## src/sv/spaq_pkg.sv

```systemverilog
// shared types and constants for the stable priority admission queue
`timescale 1ns / 1ps
`default_nettype none

package spaq_pkg;

   localparam int PRIO_W   = 4;
   localparam int IDENT_W  = 16;
   localparam int CAP_W    = 16;
   localparam int WAIT_W   = 6;
   localparam int OP_W     = 2;
   localparam int CSR_IDX_W = 2;
   localparam int CSR_DATA_W = 16;
   localparam int REQ_DATA_W = 24;
   localparam int RSP_DATA_W = 40;
   localparam int RSP_USER_W = 4;

   // operation codes
   localparam logic [OP_W-1:0] OP_ARRIVE = 2'd0;
   localparam logic [OP_W-1:0] OP_DEPART = 2'd1;
   localparam logic [OP_W-1:0] OP_DRAIN  = 2'd2;

   // register indexes
   localparam logic [CSR_IDX_W-1:0] REG_NUM_PRIO = 2'd0;
   localparam logic [CSR_IDX_W-1:0] REG_CAPACITY = 2'd1;

   localparam logic [PRIO_W-1:0] NUM_PRIO_RESET = 4'd15;

   // one queue slot
   typedef struct packed {
      logic               valid;
      logic [PRIO_W-1:0]  prio;
      logic [IDENT_W-1:0] ident;
   } entry_type;

   // command broadcast to every cell
   typedef struct packed {
      logic               insert;
      logic               pop;
      logic [PRIO_W-1:0]  prio;
      logic [IDENT_W-1:0] ident;
   } cell_cmd_type;

   typedef enum logic [1:0] {
      ST_IDLE,
      ST_ADMIT,
      ST_EMIT,
      ST_DRAIN
   } state_type;

endpackage

`default_nettype wire

```

## src/sv/spaq_cell.sv

```systemverilog
// one cell of the sorted waiting chain
`timescale 1ns / 1ps
`default_nettype none

module spaq_cell (
   input  wire                    clock,
   input  wire                    reset,
   input  spaq_pkg::cell_cmd_type cmd,
   input  spaq_pkg::entry_type    prev_entry,
   input  wire                    prev_ins,
   input  spaq_pkg::entry_type    next_entry,
   output spaq_pkg::entry_type    entry,
   output logic                   ins
);
   import spaq_pkg::*;

   entry_type entry_ff;
   entry_type entry_in;

   // new entry belongs at or before this cell (stable: strictly greater moves)
   assign ins = !entry_ff.valid || (entry_ff.prio > cmd.prio);

   always_comb begin
      entry_in = entry_ff;
      if (cmd.pop) begin
         entry_in = next_entry;
      end else if (cmd.insert && ins) begin
         if (prev_ins) begin
            entry_in = prev_entry;
         end else begin
            entry_in.valid = 1'b1;
            entry_in.prio  = cmd.prio;
            entry_in.ident = cmd.ident;
         end
      end
   end

   // valid bit is control state, payload needs no reset
   always_ff @(posedge clock) begin
      if (reset) begin
         entry_ff.valid <= 1'b0;
      end else begin
         entry_ff.valid <= entry_in.valid;
      end
      entry_ff.prio  <= entry_in.prio;
      entry_ff.ident <= entry_in.ident;
   end

   assign entry = entry_ff;

endmodule

`default_nettype wire

```

## src/sv/stable_priority_admission_queue_core.sv

```systemverilog
// Stable priority admission queue: sorted chain of cells with admission control.
// The req channel carries one word per operation: tuser holds the op (arrival,
// departure, drain), tdata holds priority and ident. The rsp channel returns
// one word per arrival, departure or unused op, and one word per waiting entry
// on a drain (tlast on the final one); an empty drain returns one word with
// the nobody flag. The user must write registers num_priorities and capacity
// through the csr port only while the block is idle; the block does not enforce it.
// Waiting entries sit in a row of cells kept sorted by priority, earliest first
// among equals, so the best entry is always in the head cell. An arrival with a
// valid priority and room in the chain is inserted in the cycle it is accepted;
// the admit state then pops the head if a user is admitted and loads the result
// register. A drain pops one head per cycle through the chain while the output
// register is free. The next word is accepted once the current one has
// placed its last result in the output register.
// When the receiver stalls, the result register holds its word and the block
// waits before writing another result. Reset empties the chain and the counts
// at once and restores register defaults; there is no clearing pass.
`timescale 1ns / 1ps
`default_nettype none

module stable_priority_admission_queue_core #(
   parameter int QUEUE_DEPTH = 32
) (
   input  wire                                  clock,
   input  wire                                  reset,
   // req_tdata: priority_req[3:0], ident[19:4], zero fill
   input  wire  [spaq_pkg::REQ_DATA_W-1:0]      req_tdata,
   // req_tuser: op[1:0]
   input  wire  [spaq_pkg::OP_W-1:0]            req_tuser,
   input  wire                                  req_tvalid,
   output logic                                 req_tready,
   // rsp_tdata: admitted_ident[15:0], inside_count[31:16], waiting_count[37:32], zero fill
   output logic [spaq_pkg::RSP_DATA_W-1:0]      rsp_tdata,
   // rsp_tuser: admitted[0], nobody[1], overflow[2], bad_priority[3]
   output logic [spaq_pkg::RSP_USER_W-1:0]      rsp_tuser,
   output logic                                 rsp_tlast,
   output logic                                 rsp_tvalid,
   input  wire                                  rsp_tready,
   input  wire                                  csr_wr_en,
   input  wire  [spaq_pkg::CSR_IDX_W-1:0]       csr_index,
   input  wire  [spaq_pkg::CSR_DATA_W-1:0]      csr_wdata
);
   import spaq_pkg::*;

   localparam int CNT_W = $clog2(QUEUE_DEPTH + 1);
   localparam logic [CNT_W-1:0] CNT_FULL = CNT_W'(QUEUE_DEPTH);
   localparam logic [CNT_W-1:0] CNT_ONE  = CNT_W'(1);

   state_type            state_ff, state_in;
   logic [PRIO_W-1:0]    num_prio_ff;
   logic [CAP_W-1:0]     capacity_ff;
   logic [CNT_W-1:0]     count_ff, count_in;
   logic [CAP_W-1:0]     inside_ff, inside_in;
   logic [OP_W-1:0]      op_ff;
   logic                 nob_ff, ovf_ff, badp_ff;

   logic                 rsp_valid_ff;
   logic [RSP_DATA_W-1:0] rsp_data_ff;
   logic [RSP_USER_W-1:0] rsp_user_ff;
   logic                 rsp_last_ff;

   logic [OP_W-1:0]      op_req;
   logic [PRIO_W-1:0]    prio_req;
   logic [IDENT_W-1:0]   ident_req;
   logic                 req_fire, out_free, arr_bad, arr_full, empty, admit_ok;
   logic                 do_pop, emit;
   cell_cmd_type         cmd;

   logic                 res_admitted, res_nobody, res_ovf, res_badp, res_last;
   logic [IDENT_W-1:0]   res_ident;
   logic [WAIT_W-1:0]    res_wait;

   entry_type            cell_entry [QUEUE_DEPTH];
   logic                 cell_ins   [QUEUE_DEPTH];

   // request field unpacking and status
   assign op_req    = req_tuser;
   assign prio_req  = req_tdata[PRIO_W-1:0];
   assign ident_req = req_tdata[PRIO_W +: IDENT_W];
   assign req_fire  = req_tvalid && req_tready;
   assign out_free  = !rsp_valid_ff || rsp_tready;
   assign arr_bad   = prio_req > num_prio_ff;
   assign arr_full  = count_ff == CNT_FULL;
   assign empty     = count_ff == '0;
   assign admit_ok  = inside_ff < capacity_ff;

   // next state
   always_comb begin
      state_in = state_ff;
      unique case (state_ff)
         ST_IDLE: begin
            if (req_fire) begin
               case (op_req)
                  OP_ARRIVE: state_in = (arr_bad || arr_full) ? ST_EMIT : ST_ADMIT;
                  OP_DEPART: state_in = ST_ADMIT;
                  OP_DRAIN:  state_in = empty ? ST_EMIT : ST_DRAIN;
                  default:   state_in = ST_EMIT;
               endcase
            end
         end
         ST_ADMIT, ST_EMIT: begin
            if (out_free) state_in = ST_IDLE;
         end
         ST_DRAIN: begin
            if (out_free && (count_ff == CNT_ONE)) state_in = ST_IDLE;
         end
         default: state_in = ST_IDLE;
      endcase
   end

   // state outputs: handshake, chain command, result selection
   always_comb begin
      req_tready   = 1'b0;
      do_pop       = 1'b0;
      emit         = 1'b0;
      cmd.insert   = 1'b0;
      cmd.prio     = prio_req;
      cmd.ident    = ident_req;
      res_admitted = 1'b0;
      res_nobody   = 1'b0;
      res_ovf      = 1'b0;
      res_badp     = 1'b0;
      res_last     = 1'b1;
      res_ident    = '0;
      res_wait     = WAIT_W'(count_in);
      unique case (state_ff)
         ST_IDLE: begin
            req_tready = 1'b1;
            cmd.insert = req_fire && (op_req == OP_ARRIVE) && !arr_bad && !arr_full;
         end
         ST_ADMIT: begin
            emit   = out_free;
            do_pop = out_free && !empty && ((op_ff == OP_DEPART) || admit_ok);
            res_admitted = do_pop;
            res_ident    = do_pop ? cell_entry[0].ident : '0;
         end
         ST_EMIT: begin
            emit       = out_free;
            res_nobody = nob_ff;
            res_ovf    = ovf_ff;
            res_badp   = badp_ff;
         end
         ST_DRAIN: begin
            emit         = out_free;
            do_pop       = out_free;
            res_admitted = 1'b1;
            res_ident    = cell_entry[0].ident;
            res_last     = count_ff == CNT_ONE;
            res_wait     = '0;
         end
         default: ;
      endcase
      cmd.pop = do_pop;
   end

   // counts after this step
   always_comb begin
      count_in  = count_ff;
      inside_in = inside_ff;
      if (cmd.insert) count_in = count_ff + CNT_ONE;
      if (do_pop)     count_in = count_ff - CNT_ONE;
      if (state_ff == ST_ADMIT && emit) begin
         if (op_ff == OP_ARRIVE && do_pop) begin
            inside_in = inside_ff + CAP_W'(1);
         end else if (op_ff == OP_DEPART && empty && inside_ff != '0) begin
            inside_in = inside_ff - CAP_W'(1);
         end
      end
   end

   // control registers
   always_ff @(posedge clock) begin
      if (reset) begin
         state_ff    <= ST_IDLE;
         count_ff    <= '0;
         inside_ff   <= '0;
         num_prio_ff <= NUM_PRIO_RESET;
         capacity_ff <= '0;
      end else begin
         state_ff  <= state_in;
         count_ff  <= count_in;
         inside_ff <= inside_in;
         if (csr_wr_en && csr_index == REG_NUM_PRIO) num_prio_ff <= csr_wdata[PRIO_W-1:0];
         if (csr_wr_en && csr_index == REG_CAPACITY) capacity_ff <= csr_wdata[CAP_W-1:0];
      end
   end

   // operation latch
   always_ff @(posedge clock) begin
      if (req_fire) begin
         op_ff   <= op_req;
         nob_ff  <= (op_req == OP_DRAIN) && empty;
         ovf_ff  <= (op_req == OP_ARRIVE) && !arr_bad && arr_full;
         badp_ff <= (op_req == OP_ARRIVE) && arr_bad;
      end
   end

   // result register
   always_ff @(posedge clock) begin
      if (reset) begin
         rsp_valid_ff <= 1'b0;
      end else if (emit) begin
         rsp_valid_ff <= 1'b1;
      end else if (rsp_tready) begin
         rsp_valid_ff <= 1'b0;
      end
      if (emit) begin
         rsp_data_ff <= {(RSP_DATA_W - IDENT_W - CAP_W - WAIT_W)'(0),
                         res_wait, inside_in, res_ident};
         rsp_user_ff <= {res_badp, res_ovf, res_nobody, res_admitted};
         rsp_last_ff <= res_last;
      end
   end

   assign rsp_tvalid = rsp_valid_ff;
   assign rsp_tdata  = rsp_data_ff;
   assign rsp_tuser  = rsp_user_ff;
   assign rsp_tlast  = rsp_last_ff;

   // sorted chain, head in cell 0
   for (genvar i = 0; i < QUEUE_DEPTH; i++) begin : g_cell
      entry_type prev_e, next_e;
      logic      prev_i;
      if (i == 0) begin : g_head
         assign prev_e = '0;
         assign prev_i = 1'b0;
      end else begin : g_body
         assign prev_e = cell_entry[i-1];
         assign prev_i = cell_ins[i-1];
      end
      if (i == QUEUE_DEPTH - 1) begin : g_tail
         assign next_e = '0;
      end else begin : g_mid
         assign next_e = cell_entry[i+1];
      end
      spaq_cell u_cell (
         .clock      (clock),
         .reset      (reset),
         .cmd        (cmd),
         .prev_entry (prev_e),
         .prev_ins   (prev_i),
         .next_entry (next_e),
         .entry      (cell_entry[i]),
         .ins        (cell_ins[i])
      );
   end

endmodule

`default_nettype wire

```

## config.mk

```make
export PLATFORM = sky130hd
export DESIGN_NAME = stable_priority_admission_queue_core
export DESIGN_NICKNAME = d
export VERILOG_FILES = /design/src/sv/spaq_pkg.sv /design/src/sv/spaq_cell.sv /design/src/sv/stable_priority_admission_queue_core.sv
export SDC_FILE = /design/constraint.sdc
export NUM_CORES = 2
export LEC_CHECK = 0
export BUFFER_PORTS_ARGS = -buffer_cell sky130_fd_sc_hd__buf_2
export CAP_MARGIN = 0
export CELL_PAD_IN_SITES_DETAIL_PLACEMENT = 0
export CELL_PAD_IN_SITES_GLOBAL_PLACEMENT = 1
export CORE_MARGIN = 3
export CORE_UTILIZATION = 40
export CTS_CLUSTER_SIZE = 16
export DETAILED_ROUTE_END_ITERATION = 6
export GPL_TIMING_DRIVEN = 0
export PLACE_DENSITY_LB_ADDON = 0.1
export SETUP_SLACK_MARGIN = 0.15
export SYNTH_ARGS = -nofsm -noshare
export SYNTH_HDL_FRONTEND = slang
export SYNTH_SLANG_ARGS = --single-unit
```

## constraint.sdc

```tcl
create_clock -name clock -period 5.25 [get_ports clock]
set_input_delay 1.05 -clock clock [delete_from_list [all_inputs] [get_ports clock]]
set_output_delay 1.05 -clock clock [all_outputs]
set_load 0.01 [all_outputs]
```

Word-level counts from Yosys, hierarchy flattened
Index checks and enable logic that the tools add are counted.
{"block": "totals", "input_bits": 49, "ff_bits": 765, "wordCells": 437}
{"block": "op_classes", "n_eq_ne": 12, "magnitude_cmp": 34, "reduce_logical": 162, "n_addsub": 4, "muxes": 114}
{"op": "2-to-1 mux 21 bit", "count": 93}
{"op": "greater-than comparator 4 bit", "count": 33}
{"op": "2-to-1 mux 16 bit", "count": 4}
{"op": "nonzero test 2 bit", "count": 32}
{"op": "logical AND 1 bit", "count": 49}
{"op": "zero test 1 bit", "count": 36}
{"op": "logical OR 1 bit", "count": 35}
{"op": "case mux 16 bit (2 select lines)", "count": 1}
{"op": "adder 16 x 1 -> 16 bit, second input constant", "count": 1}
{"op": "less-than comparator 16 bit", "count": 1}
{"op": "nonzero test 16 bit", "count": 1}
{"op": "subtractor 16 x 1 -> 16 bit, second input constant", "count": 1}
{"op": "2-to-1 mux 6 bit", "count": 2}
{"op": "case mux 2 bit (3 select lines)", "count": 2}
{"op": "== test 2 x 1 -> 1 bit, second input constant", "count": 4}
{"op": "zero test 2 bit", "count": 4}
{"op": "2-to-1 mux 2 bit", "count": 4}
{"op": "adder 6 x 1 -> 6 bit, second input constant", "count": 1}
{"op": "== test 2 bit, second input constant", "count": 3}
{"op": "== test 6 x 1 -> 1 bit, second input constant", "count": 1}
{"op": "== test 6 bit, second input constant", "count": 1}
{"op": "zero test 6 bit", "count": 1}
{"op": "2-to-1 mux 1 bit", "count": 6}
{"op": "!= test 2 bit, second input constant", "count": 3}
{"op": "other kinds (5)", "count": 7}

Depth between registers and ports, before layout
{"block": "logic_depth", "ltp_word": 10, "depth_mapped": 13}

Hierarchy
Synthesis repeated with hierarchy kept, for this count alone.
{"block": "unflattened", "hier_cells": 4076, "area_unflattened_um2": 44253.7}
{"mod": "spaq_cell", "area_per_inst_um2": 1226.2, "cells_per_inst": 111, "seq_area_each_um2": 620.6, "instances": 32}
{"mod": "stable_priority_admission_queue_core", "area_per_inst_um2": 5016.1, "cells_per_inst": 524, "seq_area_each_um2": 2342.2, "instances": 1}

Worst setup path after synthesis
Ideal clock, no wire load.
{"block": "synth_path", "path_type": "input to register", "from": "input req_tdata[1] in the netlist's numbering", "to": "register g_cell[30].u_cell.entry_ff, in the netlist g_cell[30].u_cell.entry[0] (enable)", "n_path_buf": 1, "path_stages": 8, "setup_ps": 427, "t_required_ps": 4823, "setup_slack_ps": 776, "t_arrival_ps": 4047, "path_cell_list": "clkbuf_1 > inv_1 > ha_1 > nor2b_1 > o21ai_0 > nand2b_1 > a31oi_1 > o21ai_0"}
{"block": "synth_between", "elab_chain_cells": 7, "word_cells_on_any_way": 9, "classes_between": "2 x order compare; 1 x mux; 6 x reduce/logical"}
{"element": "start, declared", "line": "stable_priority_admission_queue_core.sv:27", "rtl": "input wire [spaq_pkg::REQ_DATA_W-1:0] req_tdata,"}
{"element": "greater-than comparator 4 bit", "line": "stable_priority_admission_queue_core.sv:82", "rtl": "assign arr_bad = prio_req > num_prio_ff;"}
{"element": "zero test 1 bit", "line": "stable_priority_admission_queue_core.sv:129", "rtl": "cmd.insert = req_fire && (op_req == OP_ARRIVE) && !arr_bad && !arr_full;"}
{"element": "logical AND 1 bit (2 in a row)", "line": "stable_priority_admission_queue_core.sv:129"}
{"element": "2-to-1 mux 1 bit", "line": "stable_priority_admission_queue_core.sv:126", "rtl": "unique case (state_ff)"}
{"element": "logical AND 1 bit *", "line": "spaq_cell.sv:27", "rtl": "end else if (cmd.insert && ins) begin"}
{"element": "nonzero test 2 bit (no source line) *"}
{"element": "end, declared", "line": "spaq_cell.sv:17", "rtl": "entry_type entry_ff;"}
Every way passes the cells marked *; elsewhere a longest branch is shown, timed or not.
A chain may end at the register's enable or synchronous reset.

Final worst setup path
{"block": "layout_path", "from": "input req_tdata[0] in the netlist's numbering", "to": "register g_cell[16].u_cell.entry_ff, in the netlist g_cell[16].u_cell.entry[8] (enable)"}
{"block": "layout_between", "elab_chain_cells": 7, "word_cells_on_any_way": 9, "classes_between": "2 x order compare; 1 x mux; 6 x reduce/logical"}
{"element": "greater-than comparator 4 bit", "line": "stable_priority_admission_queue_core.sv:82"}
{"element": "zero test 1 bit", "line": "stable_priority_admission_queue_core.sv:129"}
{"element": "logical AND 1 bit (2 in a row)", "line": "stable_priority_admission_queue_core.sv:129"}
{"element": "2-to-1 mux 1 bit", "line": "stable_priority_admission_queue_core.sv:126"}
{"element": "logical AND 1 bit *", "line": "spaq_cell.sv:27"}
{"element": "nonzero test 2 bit (no source line) *"}
{"element": "end, declared", "line": "spaq_cell.sv:17"}
Marks and branches as above.

==> run_results.csv <==
group,metric,value,unit
timing,setup_viol,0,
status,outcome,"finished, final reports clean",
clocking,post_cts_resized,8,
logic_synthesis,ys_seq_elements,765,
route,vias_per_cell,5.54,
global_routing,grt_pass1_vias,32000,
layout,most-common-layout-cells,"nand2_1 (763), edfxtp_1 (668), o21ai_0 (644)",
setup_path,reg2reg_depth,9,
hold_path,hold_start,"capacity_ff[8]",
logic_synthesis,synth_async_sr_flop_share,0,
logic_synthesis,synth_top_area_cell,"edfxtp_1",
timing,rsz0062_at_grt,"no",
floorplanning,die-height,327,um
setup_path,worst-setup-path-type,"input port to register",
logic_synthesis,syn_inst,3856,
setup_path,startpoint,"req_tdata[0]",
placement,io_buffers,88,
clocking,clock-sinks,765,
timing,tightest_slew,1.12,ns
power,internal_power,14100,uW
route,drc,0,
floorplanning,dieArea,107000,sq um
power,p_sw,6710,uW
timing,maxSlewViolCount,0,
power,p_leak,0.0196,uW
power,pwr-share-clk,0.306,
placement,hpwlAfterDp,97400,um
route,finalWirelength,130000,um
timing,hold_violations,0,
clocking,root_buffer,"clkbuf_16",
clocking,clk_pin_slew,0.06,ns
layout,drive_above_1_share,0.0849,
power,seqPwrFrac,0.451,
layout,post-route-util,0.455,
hold_path,hold_depth,2,
setup_path,cp.arrival,5.15,ns
timing,slew_headroom,0.252,
floorplanning,initial_core_util,0.404,
logic_synthesis,synth_edf_count,668,
global_routing,grt_overflow_total,0,
setup_path,endpoint_kind,"register",
setup_path,cp-start-kind,"input port",
layout,fin_nets,4245,
logic_synthesis,ys_warn_count,0,
route,wl_per_cell,23.7,um
clocking,cts_inserted_buffers,89,
floorplanning,ios,96,
setup_path,required,5.52,ns
hold_path,min_path_type,"register to register",
power,peakVddDrop,256,uV
timing,fin_skew,0.0230,ns
clocking,cts_buffer_depth,3,
logic_synthesis,yosysSeqAreaShare,0.533,
setup_path,worstReg2RegStart,"inside_ff[7]",
power,combPwrFrac,0.243,
layout,syn_to_final_growth,12.5,%
logic_synthesis,yosysUniqueCellTypes,65,
global_routing,grt_start_max_net_pins,34,
clocking,cts_setup_buffers,0,
route,via_count,30400,
logic_synthesis,ys.flop_type,"edfxtp_1",
power,p_per_area,448,nW/um^2
floorplanning,rows,117,
timing,period_needed,4.88,ns
route,initialDrtViolationCount,2407,
setup_path,regToRegSetupSlack,1.19,ns
logic_synthesis,syn_avg_cell_area,10.7,sq um
layout,final_area,46400,sq um
setup_path,r2r-end,"g_cell[8].u_cell.entry[5]",
floorplanning,die_width,327,um
logic_synthesis,netlist_top_cells_area,"edfxtp_1 (49%), mux2i_1 (15%), o21ai_0 (7.8%), nand2_1 (7.0%), ha_1 (4.8%)",
placement,placedInstanceArea,43500,sq um
power,swShare,0.323,
job,drv_cap,0,
global_routing,grt_pass1_wl,196000,um
global_routing,antenna_found_initial,3,
clocking,clk_latency,0.66,ns
global_routing,grt_usage,0.239,
route,drtAntennaViolNets,0,
timing,fmax,0.205,GHz
floorplanning,core-area,102000,sq um
layout,final_common_cell,"nand2_1",
clocking,htreeDepth,3,
logic_synthesis,netlist.area_leader.share,0.486,
hold_path,min_to,"capacity_ff[8]",
setup_path,critical_path.max_fanout,33,
clocking,holdBufCountCts,0,
timing,fin_crit_sh,0.929,
route,drtPass1Iterations,6,
logic_synthesis,syn_area,41200,sq um
placement,globalplace.congestion,0.808,
clocking,cts_tree,"yes",
[cell usage after synthesis, drive strengths merged, types with 5 or more instances]
library cell  number
nand2            764
o21ai            675
edfxtp           668
mux2i            624
clkbuf           213
ha               158
dfxtp             97
buf               93
nor2              86
nor2b             66
inv               65
a21oi             58
nand2b            33
and4              31
a21o              30
a311oi            30
a211oi            21
xor2              15
nand3             14
nand4             14
nor3              11
or3               10
o32ai              7
mux2               6
a31oi              5
and2               5
and3               5
xnor2              5
[registers in the layout (all words and copies together), names as in the netlist]
register             cells
ovf_ff                   1
capacity_ff             16
nob_ff                   1
rsp_tdata               38
rsp_tuser                4
count_ff                 6
op_ff                    2
g_cell.u_cell.entry    672
inside_ff               16
badp_ff                  1
num_prio_ff              4
state_ff                 2
rsp_tlast                1
rsp_tvalid               1
[metrics by stage]
step | total power, uW | instances | TNS [ns] | setup WS (ns) | hold slack [ns]
after floorplan | 12600 | 3857 | 0 | 0.776 | 0.434
after global placement | 14400 | 5313 | -699.42 | -2.11 | 0.447
after detailed placement | 14500 | 5315 | -570.22 | -1.01 | 0.446
after CTS | 20900 | 5479 | 0 | 0.286 | 0.454
after global routing | 21800 | 5479 | 0 | 0.152 | 0.481
final | 20800 | 5480 | 0 | 0.371 | 0.456
[cells by family (layout without fill, tap and decap cells)]
| family | after synthesis | after routing | synth area share |
|---|---|---|---|
| mux | 630 | 630 | 0.153 |
| flops | 765 | 765 | 0.533 |
| buf+inv | 371 | 625 | 0.0376 |
| fa+ha+maj | 158 | 158 | 0.0479 |
| xor+xnor | 20 | 20 | 0.00425 |
| compound gates | 852 | 852 | 0.112 |
| simple gates | 1059 | 1059 | 0.111 |
| other cells | 1 | 3 | 0.0000909 |
[layer usage]
metal / routed length [um] / vias to the layer above / GRT usage / share of wire
met2: 60300 / 632 / 0.390 / 0.46
met4: 2550 / 0 / 0.0497 / 0.020
met1: 61200 / 15200 / 0.339 / 0.47
met3: 5990 / 153 / 0.0362 / 0.046
met5: 0 / - / 0 / 0
li1: - / 14400 / - / -
[layout make-up]
class / instances / area [sq um]
fill: 9962 / 55600
sequential: 765 / 22000
multi-input combinational: 2721 / 17700
clock buffer: 119 / 2470
tap: 1368 / 1710
buffer: 306 / 1310
timing repair buffer: 90 / 490
clock inverter: 45 / 448
inverter: 65 / 244
antenna: 1 / 2.50
[how the worst max path moves through the flow]
stage | to | slack, ns
after global placement | g_cell[30].u_cell.entry[20] | -2.11
after detailed placement | g_cell[10].u_cell.entry[6] | -1.01
after global routing | g_cell[18].u_cell.entry[9] | 0.15
final | g_cell[16].u_cell.entry[8] | 0.37
after floorplan | g_cell[30].u_cell.entry[0] | 0.78
after CTS | g_cell[0].u_cell.entry[9] | 0.29
[power by group through the flow]
stage	Sequential, uW	Clock [uW]	Combinational [uW]
after floorplan	9080	0	3520
after global routing	9480	6680	5690
final	9370	6350	5050
after global placement	9500	0	4910
after CTS	9360	6470	5060
after detailed placement	9480	0	5030
[worst max-delay path, cell delays in order]
cell and delay, ns:
buf_4 0.43, clkbuf_1 0.51, clkbuf_2 0.44, inv_1 0.09, ha_1 0.28, nand4_1 0.12
o31ai_1 0.12, o31ai_2 0.17, nor2_1 0.48, clkbuf_1 0.59, a21o_1 0.80
Power figures use the tool's default switching activity.
